===== src/smpd_pkg.sv =====
// Types and constants shared by the serial mouse packet decoder.
package smpd_pkg;

  localparam int unsigned FifoDepth = 8;
  localparam int unsigned PtrW      = $clog2(FifoDepth);
  localparam int unsigned CntW      = $clog2(FifoDepth + 1);
  localparam int unsigned MaxEvents = 3;

  typedef enum logic [1:0] {
    KIND_MOVE    = 2'd0,
    KIND_PRESS   = 2'd1,
    KIND_RELEASE = 2'd2
  } kind_e;

  typedef enum logic [1:0] {
    BTN_NONE   = 2'd0,
    BTN_LEFT   = 2'd1,
    BTN_MIDDLE = 2'd2,
    BTN_RIGHT  = 2'd3
  } button_e;

  typedef struct packed {
    kind_e              kind;
    button_e            button;
    logic signed [8:0]  dx;
    logic signed [8:0]  dy;
    logic               last;
  } event_t;

  localparam logic [8:0] OffsetNeg64  = 9'h1c0;
  localparam logic [8:0] OffsetNeg128 = 9'h180;
  localparam logic [8:0] OffsetPos64  = 9'h040;

  function automatic logic signed [8:0] decode_delta(input logic [6:0] data,
                                                      input logic sign_bit,
                                                      input logic ovf_bit);
    logic [8:0] base;
    logic [8:0] offset;
    base = {2'b00, data};
    case ({sign_bit, ovf_bit})
      2'b11:   offset = OffsetNeg64;
      2'b10:   offset = OffsetNeg128;
      2'b01:   offset = OffsetPos64;
      default: offset = 9'h000;
    endcase
    return $signed(base + offset);
  endfunction

endpackage


===== src/serial_mouse_packet_decoder.sv =====
// Serial mouse three-byte packet decoder with event output queue.
//
//   channel | direction | handshake                 | payload
//   --------+-----------+---------------------------+---------------------------------
//   in      | to block  | in_valid_i / in_stall_o   | rx_byte_i
//   out     | from block| out_valid_o / out_stall_i | event_kind_o, button_index_o,
//           |           |                           | delta_x_o, delta_y_o, last_of_run_o
//
// A byte is registered on accept and decoded in the next cycle; its events enter
// an 8-entry queue, from which the head event is presented on the output.
// One byte may be accepted every cycle while in_stall_o is low; the queue drains
// one event per cycle while out_stall_i is low and so sets the sustained rate.
// in_stall_o rises when the queue may lack room for a staged and a new byte.
// rst_ni clears the frame state, button levels, init flag and the queue.
module serial_mouse_packet_decoder import smpd_pkg::*; (
  input  logic              clk_i,
  input  logic              rst_ni,
  input  logic              in_valid_i,
  output logic              in_stall_o,
  input  logic [7:0]        rx_byte_i,
  output logic              out_valid_o,
  input  logic              out_stall_i,
  output logic [1:0]        event_kind_o,
  output logic [1:0]        button_index_o,
  output logic signed [8:0] delta_x_o,
  output logic signed [8:0] delta_y_o,
  output logic              last_of_run_o
);

  localparam logic [1:0] PHASE_HUNT = 2'd0;
  localparam logic [1:0] PHASE_X    = 2'd1;
  localparam logic [1:0] PHASE_Y    = 2'd2;

  localparam logic [CntW-1:0] LimitStaged = CntW'(FifoDepth - 2 * MaxEvents);
  localparam logic [CntW-1:0] LimitIdle   = CntW'(FifoDepth - MaxEvents);

  logic             in_accept;
  logic             in_valid_q;
  logic [7:0]       byte_q;

  logic [1:0]       phase_q, phase_d;
  logic [7:0]       header_q, header_d;
  logic [6:0]       first_q, first_d;
  logic             left_q, left_d;
  logic             middle_q, middle_d;
  logic             right_q, right_d;
  logic             init_q, init_d;

  event_t           cand [MaxEvents];
  logic [2:0]       present;
  event_t           ev [MaxEvents];
  logic [1:0]       push_n;

  event_t           fifo_q [FifoDepth];
  logic [PtrW-1:0]  wr_ptr_q, rd_ptr_q;
  logic [CntW-1:0]  count_q;
  logic             pop;
  event_t           head;

  assign in_stall_o = in_valid_q ? (count_q > LimitStaged) : (count_q > LimitIdle);
  assign in_accept  = in_valid_i && !in_stall_o;

  // Decode the staged byte.
  always_comb begin
    logic signed [8:0] dx;
    logic signed [8:0] dy;
    logic              move;
    logic [1:0]        n;
    phase_d  = phase_q;
    header_d = header_q;
    first_d  = first_q;
    left_d   = left_q;
    middle_d = middle_q;
    right_d  = right_q;
    init_d   = init_q;
    present  = 3'b000;
    dx       = decode_delta(first_q, header_q[1], header_q[0]);
    dy       = decode_delta(byte_q[6:0], header_q[3], header_q[2]);
    move     = (dx != 9'sd0) || (dy != 9'sd0);
    for (int i = 0; i < MaxEvents; i++) begin
      cand[i] = '{kind: KIND_MOVE, button: BTN_NONE, dx: 9'sd0, dy: 9'sd0, last: 1'b0};
    end
    if (in_valid_q) begin
      case (phase_q)
        PHASE_X: begin
          first_d = byte_q[6:0];
          phase_d = PHASE_Y;
        end
        PHASE_Y: begin
          phase_d     = PHASE_HUNT;
          present[0]  = move;
          cand[0].dx  = dx;
          cand[0].dy  = dy;
          if (move) begin
            init_d = 1'b1;
          end
          present[1]     = left_q != header_q[5];
          cand[1].kind   = header_q[5] ? KIND_PRESS : KIND_RELEASE;
          cand[1].button = BTN_LEFT;
          left_d         = header_q[5];
          present[2]     = right_q != header_q[4];
          cand[2].kind   = header_q[4] ? KIND_PRESS : KIND_RELEASE;
          cand[2].button = BTN_RIGHT;
          right_d        = header_q[4];
        end
        default: begin
          if (byte_q[6]) begin
            header_d = byte_q;
            phase_d  = PHASE_X;
          end else if (init_q) begin
            present[0]     = middle_q != byte_q[5];
            cand[0].kind   = byte_q[5] ? KIND_PRESS : KIND_RELEASE;
            cand[0].button = BTN_MIDDLE;
            middle_d       = byte_q[5];
          end
        end
      endcase
    end
    cand[0].last = present[0] && !present[1] && !present[2];
    cand[1].last = present[1] && !present[2];
    cand[2].last = present[2];
    // Pack the present events to the front.
    n = 2'd0;
    for (int i = 0; i < MaxEvents; i++) begin
      ev[i] = cand[i];
    end
    for (int i = 0; i < MaxEvents; i++) begin
      if (present[i]) begin
        ev[n] = cand[i];
        n     = n + 2'd1;
      end
    end
    push_n = n;
  end

  assign head           = fifo_q[rd_ptr_q];
  assign out_valid_o    = count_q != '0;
  assign pop            = out_valid_o && !out_stall_i;
  assign event_kind_o   = head.kind;
  assign button_index_o = head.button;
  assign delta_x_o      = head.dx;
  assign delta_y_o      = head.dy;
  assign last_of_run_o  = head.last;

  always_ff @(posedge clk_i) begin
    if (in_accept) begin
      byte_q <= rx_byte_i;
    end
    for (int i = 0; i < MaxEvents; i++) begin
      if (2'(i) < push_n) begin
        fifo_q[wr_ptr_q + PtrW'(i)] <= ev[i];
      end
    end
  end

  always_ff @(posedge clk_i or negedge rst_ni) begin
    if (!rst_ni) begin
      in_valid_q <= 1'b0;
      phase_q    <= PHASE_HUNT;
      header_q   <= '0;
      first_q    <= '0;
      left_q     <= 1'b0;
      middle_q   <= 1'b0;
      right_q    <= 1'b0;
      init_q     <= 1'b0;
      wr_ptr_q   <= '0;
      rd_ptr_q   <= '0;
      count_q    <= '0;
    end else begin
      in_valid_q <= in_accept;
      phase_q    <= phase_d;
      header_q   <= header_d;
      first_q    <= first_d;
      left_q     <= left_d;
      middle_q   <= middle_d;
      right_q    <= right_d;
      init_q     <= init_d;
      wr_ptr_q   <= wr_ptr_q + PtrW'(push_n);
      rd_ptr_q   <= rd_ptr_q + PtrW'(pop);
      count_q    <= count_q + CntW'(push_n) - CntW'(pop);
    end
  end

  a_count_bound: assert property (@(posedge clk_i) disable iff (!rst_ni)
    count_q <= CntW'(FifoDepth))
    else $error("event queue overflow");

  a_phase_valid: assert property (@(posedge clk_i) disable iff (!rst_ni)
    phase_q != 2'd3)
    else $error("unreachable frame phase");

  a_init_sticky: assert property (@(posedge clk_i) disable iff (!rst_ni)
    init_q |=> init_q)
    else $error("init flag cleared");

  a_mid_needs_init: assert property (@(posedge clk_i) disable iff (!rst_ni)
    !init_q |=> middle_q == $past(middle_q))
    else $error("middle button changed before init");

  a_push_room: assert property (@(posedge clk_i) disable iff (!rst_ni)
    in_valid_q |-> (count_q + CntW'(push_n)) <= CntW'(FifoDepth))
    else $error("push without room");

endmodule


===== config.mk =====
export PLATFORM = sky130hd
export DESIGN_NAME = serial_mouse_packet_decoder
export DESIGN_NICKNAME = d
export VERILOG_FILES = /design/src/smpd_pkg.sv /design/src/serial_mouse_packet_decoder.sv
export SDC_FILE = /design/constraint.sdc
export NUM_CORES = 1
export LEC_CHECK = 0
export ABC_AREA = 1
export BUFFER_PORTS_ARGS = -buffer_cell sky130_fd_sc_hd__buf_2
export CAP_MARGIN = 20
export CORE_UTILIZATION = 60
export CTS_BUF_LIST = sky130_fd_sc_hd__clkbuf_4
export CTS_CLUSTER_SIZE = 25
export DETAILED_ROUTE_END_ITERATION = 10
export PLACE_DENSITY = 0.86
export SETUP_SLACK_MARGIN = 0.4
export SLEW_MARGIN = 25
export SYNTH_ARGS = -nofsm -noshare
export SYNTH_HDL_FRONTEND = slang
export SYNTH_SLANG_ARGS = --single-unit

===== constraint.sdc =====
create_clock -name clk_i -period 3.84 [get_ports clk_i]
set_clock_uncertainty 0.05 [all_clocks]
set_input_delay 0.192 -clock clk_i [delete_from_list [all_inputs] [get_ports clk_i]]
set_output_delay 0.192 -clock clk_i [all_outputs]
set_load 0.03 [all_outputs]

==> impl_results.md, run 1 <==
* Part of the cycle the worst path needs at 0.857
* P_sw at between 0.003 and 0.004 W
* Sw Ratio at 0.435
* Routed len/inst at between 15 and 20 µm
* Status: finished clean
* H-tree depth at 2
* RSZ-0062 raised after global routing: false
* CP Launch Type: register
* Post-Syn Area per Cell at between 9 and 10 µm²
* Starting Density at 0.613
* R2R cell count at 19
* Worst-path clk slew at 0.07 ns
* Met3 Track Usage GR at 0.0684
* Asr flop ratio synth at 0.136
* RD Place Congestion at approximately 0.9
* Synth cell types at 41
* Critical path class: reg -> out
* Yosys top cell area share at 0.521
* Hold Slack at between 0.03 and 0.04 ns
* Post-synth EDFFs at between 150 and 200
* Post-route setup slack at around 0.55 ns
* Share of total power in combinational logic at 0.419
* Full die area at between 15000 and 20000 µm²
* Fin. max-slew vios at 0
* Rows at between 40 and 50
* Area growth from synthesis to layout at 13.4%
* Synth Register Bits at ~220
* Post-layout net count at about 1.3k
* Synth Flop Type: edfxtp_1
* R2R Path End: fifo_q[4][13]
* Count of input and output buffers at 35
* Sequential area share after synthesis at 0.589
* Max cap viols at 0
* Max rail drop VDD at a little over 0.0007 V
* Core area at around 18000 µm²
* Worst Tran Pin Value at ~0.9 ns
* Initial detailed-routing violation count at between 1k and 1.5k
* Dpl ws at between 0.4 and 0.5 ns
* Largest cells by area after synthesis: edfxtp_1 (52%), nor2_1 (11%), dfrtp_1 (6.8%), o21ai_0 (6.5%), nand2_1 (5.9%)
* Max-slew headroom at 0.391
* Clk_lat worst skew at slightly below 0.7 ns
* First-pass GRT wire length at around 44000 µm
* Fin crit period at around 3.3 ns
* GR Layer Usage met1 at 0.391
* Critical Path AT at between 3 and 4 ns
* Vias per cell at a little under 6
* Worst reg-to-reg setup slack at 0.58 ns
* Synth warn at 0
* Count leader, synth: nor2_1
* DRC at 0
* Synth Instances at 1189
* Pwr dens at 719 nW/µm²
* Met2 Resource Use GR at 0.510
* Worst Hold Class: in -> async
* Root buffer cell: clkbuf_4
* Syn nets at around 1.2k
* Drt first pass iters at 6
* TNS Setup at 0 ns
* CTS tree: yes
* Peak Freq at 304 MHz
* Initial antenna violation count at 1
* Kind of end point of the critical path: primary output
* Die X at between 100 and 150 µm
* Leak at between 5 and 6 nW
* Setup violations, final at 0
* Final Hold Viols at 0
* List of most frequent post-synthesis cells: nor2_1 (326), edfxtp_1 (191), nand2_1 (173)
* CP Data Required Time at 3.60 ns
* Mapped cell area at 11000 µm²
* Int Pwr at approximately 0.0051 W
* CTS Sinks at between 200 and 250
* Seq pwr share at 0.366
* Crit Path Max Fanout at 26
* Worst reg2reg path startpoint: byte_q[6]
* Post-DRT Antenna Nets at 0
* Area leader, netlist: edfxtp_1
* Via count at about 9.1k
* Vias in the first global route at 8532
* Busiest grt layer: met2
* Largest net degree at the start of global routing at 93
* Clk buf depth at 3
* GRT overflow at 0
* # IOs at 37
* Layout cells sized above 1 at 0.160
* Die extent in y at approximately 140 µm
* Post-DP HPWL at 16600 µm
* Global Route Usage Sum at 0.309
* CTS buffer count at between 50 and 60
* Clock power share at 0.215
* Total Wirelength at around 30000 µm
==> power by group through the flow <==
stage                     Combinational [W]  Sequential [W]  Clock (W)
after floorplan                     0.00264         0.00318          0
after global placement              0.00345         0.00330          0
after detailed placement            0.00357         0.00332          0
after CTS                           0.00360         0.00327    0.00192
after global routing                0.00407         0.00331    0.00204
final                               0.00376         0.00328    0.00193
==> cells by family (layout without fill, tap and decap cells) <==
kind of cell / after synthesis / in the layout / synth area share
AND/OR/NAND/NOR: 584 / 584 / 0.220
buffers and inverters: 146 / 259 / 0.0537
AO/OA/AOI/OAI: 206 / 206 / 0.102
XOR/XNOR: 7 / 7 / 0.00557
flip-flops: 221 / 221 / 0.589
other: 0 / 1 / 0
adder cells (fa/ha/maj): 25 / 25 / 0.0298
==> registers in the layout, indices dropped and copies added, names as in the netlist <==
name / flops
count_q: 4
middle_q: 1
phase_q: 2
init_q: 1
left_q: 1
fifo_q: 184
right_q: 1
byte_q: 7
first_q: 7
in_valid_q: 1
header_q: 6
wr_ptr_q: 3
rd_ptr_q: 3
==> routing by layer <==
layer,vias up,share of wire
li1,4167,-
met1,4207,0.36
met2,632,0.48
met3,114,0.12
met4,0,0.043
met5,-,0
==> worst max-delay path: stages (launching register included) <==
cell and delay (ns):
dfrtp_1 0.37, clkinv_1 0.69, buf_4 0.46, nor2_1 0.11, o21ai_0 0.10, a31oi_1 0.36, buf_2 0.27
==> repair_timing <==
item,4_1_cts,5_1_grt
hold buffers,10,0
gates cloned,0,4
endpoints found under the setup margin,42,361
setup buffers,0,5
hold endpoints to repair,46,0
gates resized for setup,2,32
pin swaps,0,1
==> layout make-up <==
type | count | area [µm²]
Tap cell | 229 | 287
Fill cell | 1257 | 5480
Sequential cell | 221 | 6490
Antenna cell | 1 | 2.50
Inverter | 83 | 317
Multi-Input combinational cell | 822 | 3990
Timing Repair Buffer | 80 | 729
Clock buffer | 79 | 593
Clock inverter | 17 | 76.3
==> through the flow <==
step / utilization / total power, W / cells / cell area (µm²)
after floorplan: - / 0.00582 / 1189 / 11000
after global routing: 0.695 / 0.00943 / 1532 / 12500
after global placement: 0.639 / 0.00675 / 1416 / 11500
final: 0.695 / 0.00898 / 1532 / 12500
after CTS: 0.682 / 0.00879 / 1522 / 12300
after detailed placement: 0.639 / 0.00689 / 1416 / 11500
==> how the worst max path moves through the flow <==
| stage | from | end | slack (ns) | cells after the start |
|---|---|---|---|---|
| after floorplan | header_q[2] | fifo_q[4][0] | 0.61 | 18 |
| after global placement | byte_q[6] | fifo_q[4][11] | 0.46 | 19 |
| after detailed placement | byte_q[6] | fifo_q[5][11] | 0.41 | 19 |
| after CTS | byte_q[6] | fifo_q[2][22] | 0.42 | 21 |
| after global routing | byte_q[6] | fifo_q[1][20] | 0.40 | 19 |
| final | rd_ptr_q[1] | delta_y_o[6] | 0.55 | 6 |
==> cells in the final DEF, fill, tap and decap left out, types with 4 or more instances in the layout <==
master and count:
ha_1 23, nor3_1 9, clkinv_1 14, edfxtp_1 191, o21ai_1 4, nand3_1 42, buf_6 7, inv_2 6
inv_1 74, dfrtp_1 29, nand3_2 5, xor2_1 4, o21ai_0 143, buf_4 16, buf_2 35, nand2_4 13
clkbuf_4 79, nand2_2 18, or2_2 5, nand2_1 156, nor2_1 326, buf_12 9, a21oi_1 4, dlygate4sd3_1 10
a31oi_1 24, o22ai_1 23
No activity file was read; power rests on OpenSTA's default activity.
==> run 2, diff against run 1 <==
--- a/config.mk
+++ b/config.mk
@@ -8,11 +8,11 @@
 export ABC_AREA = 1
 export BUFFER_PORTS_ARGS = -buffer_cell sky130_fd_sc_hd__buf_2
 export CAP_MARGIN = 20
-export CORE_UTILIZATION = 60
+export CORE_UTILIZATION = 55
 export CTS_BUF_LIST = sky130_fd_sc_hd__clkbuf_4
 export CTS_CLUSTER_SIZE = 25
 export DETAILED_ROUTE_END_ITERATION = 10
-export PLACE_DENSITY = 0.86
+export PLACE_DENSITY = 0.81
 export SETUP_SLACK_MARGIN = 0.4
 export SLEW_MARGIN = 25
 export SYNTH_ARGS = -nofsm -noshare
==> run 2 against run 1 <==
Hold slack gained 0.022 ns. Final area about the same. Clock power barely moved. Count of clock-buffer cells in the layout is 1 higher. Maximum frequency shrank 0.40%. Worst setup slack lost 0.013 ns. Die area up 9.0%. Largest power group unchanged. Sequential cell count unchanged. Via count shrank 2.0%.
==> impl_results.md, run 2 (synthesized netlist as in run 1, its figures left out) <==
* Status: finished clean
* RSZ-0062 raised after global routing: false
* Layout cells sized above 1 at 0.156 (-0.00425)
* Clock power share at 0.218 (+0.003)
* DRC at 0 (unchanged)
* Bufs and invs on worst path at 4 (+1)
* CP cell instances: ha_1 > inv_1 > ha_1 > nor2_1 > nand3_1 > nor2_1 > nand2_1 > nand3_2 > nand2_2 > inv_1 > ha_1 > nand2_1 > o21ai_2 > nor2_4 > buf_12 > nand2_2 > nand2_1 > buf_4 > nor2_1
* Max-slew headroom at 0.419 (+0.0281)
* Sw Ratio at 0.423 (-0.0116)
* Max rail drop VDD at 0.000622 V (-13%)
* Drt first pass iters at 6 (unchanged)
* CTS Sinks at 221 (unchanged)
* Hold Slack at 0.0602 ns (+0.0221 ns)
* Fillers at 1539 (+22%)
* Critical path class: reg -> reg
* Fin. max-slew vios at 0 (unchanged)
* Initial antenna violation count at 1 (unchanged)
* Count of input and output buffers at 35 (unchanged)
* Share of total power in combinational logic at 0.419 (about the same)
* Starting Density at 0.564 (-0.0490)
* Post-DRT Antenna Nets at 0 (unchanged)
* Rows at 51 (+4.1%)
* Worst Tran Pin Value at 0.870 ns (-0.0339 ns)
* Leak at 5.61 nW (-0.13%)
* Largest register FFs at 184 (unchanged)
* RD Place Congestion at 0.908 (-1.4%)
* Die X at 143 µm (+4.4%)
* Pwr dens at 714 nW/µm² (-0.69%)
* CTS buffer count at 54 (-1.8%)
* Worst path slowest cell: edfxtp_1
* Max cap viols at 0 (unchanged)
* Peak Freq at 303 MHz (-0.40%)
* CP peak stage delay at 0.43 ns (-0.26 ns)
* Worst-path clk slew at 0.07 ns (about the same)
* # IOs at 37 (unchanged)
* Commonest cells after routing, fill and taps aside: nor2_1 (326), edfxtp_1 (191), nand2_1 (157), o21ai_0 (143), clkbuf_4 (80)
* Via count at 8934 (-2.0%)
* GRT overflow at 0 (unchanged)
* Dpl ws at 0.341 ns (-0.0646 ns)
* Kind of end point of the critical path: register
* Worst Hold Class: in -> async
* Seq pwr share at 0.362 (-0.004)
* Total Wirelength at 28200 µm (-6.6%)
* Global Route Usage Sum at 0.281 (-0.0285)
* Critical Path AT at 3.63 ns (+0.58 ns)
* Die extent in y at 143 µm (+4.4%)
* P_sw at 0.00378 W (-3.3%)
* Vias per cell at 5.71 (-4.1%)
* Largest registers: fifo_q (184), byte_q (7), first_q (7)
* Post-layout net count at 1296 (-0.31%)
* Vias in the first global route at 8541 (+0.11%)
* Int Pwr at 0.00514 W (+1.4%)
* Area growth from synthesis to layout at 13.4% (about the same)
* Clk buf depth at 3 (unchanged)
* Crit Path Max Fanout at 20 (-23%)
* Final Hold Viols at 0 (unchanged)
* Reg with most FFs: fifo_q
* CTS tree: yes
* First-pass GRT wire length at 43600 µm (+0.11%)
* Post-route setup slack at 0.535 ns (-0.0131 ns)
* Part of the cycle the worst path needs at 0.861 (+0.00341)
* TNS Setup at 0 ns (unchanged)
* CP Launch Type: register
* Routed len/inst at 18.0 µm (-8.6%)
* Most common cell after layout, fill and taps aside: nor2_1
* Full die area at 20600 µm² (+9.0%)
* Setup violations, final at 0 (unchanged)
* Core area at 19500 µm² (+8.7%)
* Post-DP HPWL at 17000 µm (+2.5%)
* Initial detailed-routing violation count at 1207 (-11%)
* CP delay by family, top: simple AND/OR/NAND/NOR gates
* Clk_lat worst skew at 0.67 ns (about the same)
* Overall power at 0.00892 W (-0.67%)
* Largest net degree at the start of global routing at 57 (-39%)
* Root buffer cell: clkbuf_4
* CP Data Required Time at 4.16 ns (+0.56 ns)
* H-tree depth at 2 (unchanged)
* Fin crit period at 3.31 ns (+0.0131 ns)
==> run 2: layer usage <==
layer / vias to the layer above / wire length [µm] / global-route usage
met2: 524 / 13400 / 0.457
met3: 84 / 2720 / 0.0443
met1: 4174 / 11000 / 0.369
met5: - / 0 / 0
met4: 0 / 1090 / 0.133
li1: 4152 / - / -
==> run 2: path summary, 6_finish.rpt <==
path,end,slack (ns),start,cells past startpoint
max,fifo_q[1][5],0.53,byte_q[6],19
min,first_q[1],0.06,rst_ni,2
min in group clk_i,byte_q[2],0.19,rx_byte_i[2],2
min reg2reg,init_q,0.43,init_q,1
max reg2reg,fifo_q[1][5],0.53,byte_q[6],19
max in group asynchronous,rd_ptr_q[0],3.17,rst_ni,2
==> run 2: repair_timing <==
item,in CTS,in global routing
hold buffers,10,0
endpoints found under the setup margin,30,365
gates cloned,0,1
buffers inserted,0,2
gates resized for setup,2,25
hold endpoints to repair,46,0
pin swaps,0,1
==> run 2: worst reg2reg max path, stage by stage, from the launching register on <==
cell and delay (ns):
edfxtp_1 0.43, ha_1 0.23, inv_1 0.06, ha_1 0.21, nor2_1 0.06, nand3_1 0.07
nor2_1 0.05, nand2_1 0.12, nand3_2 0.13, nand2_2 0.12, inv_1 0.09, ha_1 0.18
nand2_1 0.19, o21ai_2 0.12, nor2_4 0.12, buf_12 0.14, nand2_2 0.09, nand2_1 0.11
buf_4 0.35, nor2_1 0.11
==> run 2: layout make-up <==
| type | count | area [µm²] | area share |
|---|---|---|---|
| Sequential cell | 221 | 6490 | 0.520 |
| Multi-Input combinational cell | 822 | 3980 | 0.319 |
| Timing Repair Buffer | 77 | 673 | 0.0539 |
| Clock buffer | 80 | 601 | 0.0481 |
| Tap cell | 265 | 332 | 0.0266 |
| Inverter | 83 | 314 | 0.0252 |
| Clock inverter | 16 | 92.6 | 0.00742 |
| Antenna cell | 1 | 2.50 | 0.000200 |
==> run 2: power groups by stage <==
stage	registers, W	clock network [W]	logic (W)
3_5_place_dp	0.00327	0	0.00365
4_1_cts	0.00322	0.00196	0.00368
6_report	0.00323	0.00195	0.00374
5_1_grt	0.00326	0.00207	0.00410
2_1_floorplan	0.00318	0	0.00264
3_3_place_gp	0.00326	0	0.00354
==> run 2: stage by stage <==
stage	area, µm²	instances	utilization
2_1_floorplan	11000	1189	-
3_3_place_gp	11600	1455	0.592
3_5_place_dp	11600	1455	0.592
4_1_cts	12400	1561	0.633
5_1_grt	12500	1565	0.639
6_report	12500	1565	0.639
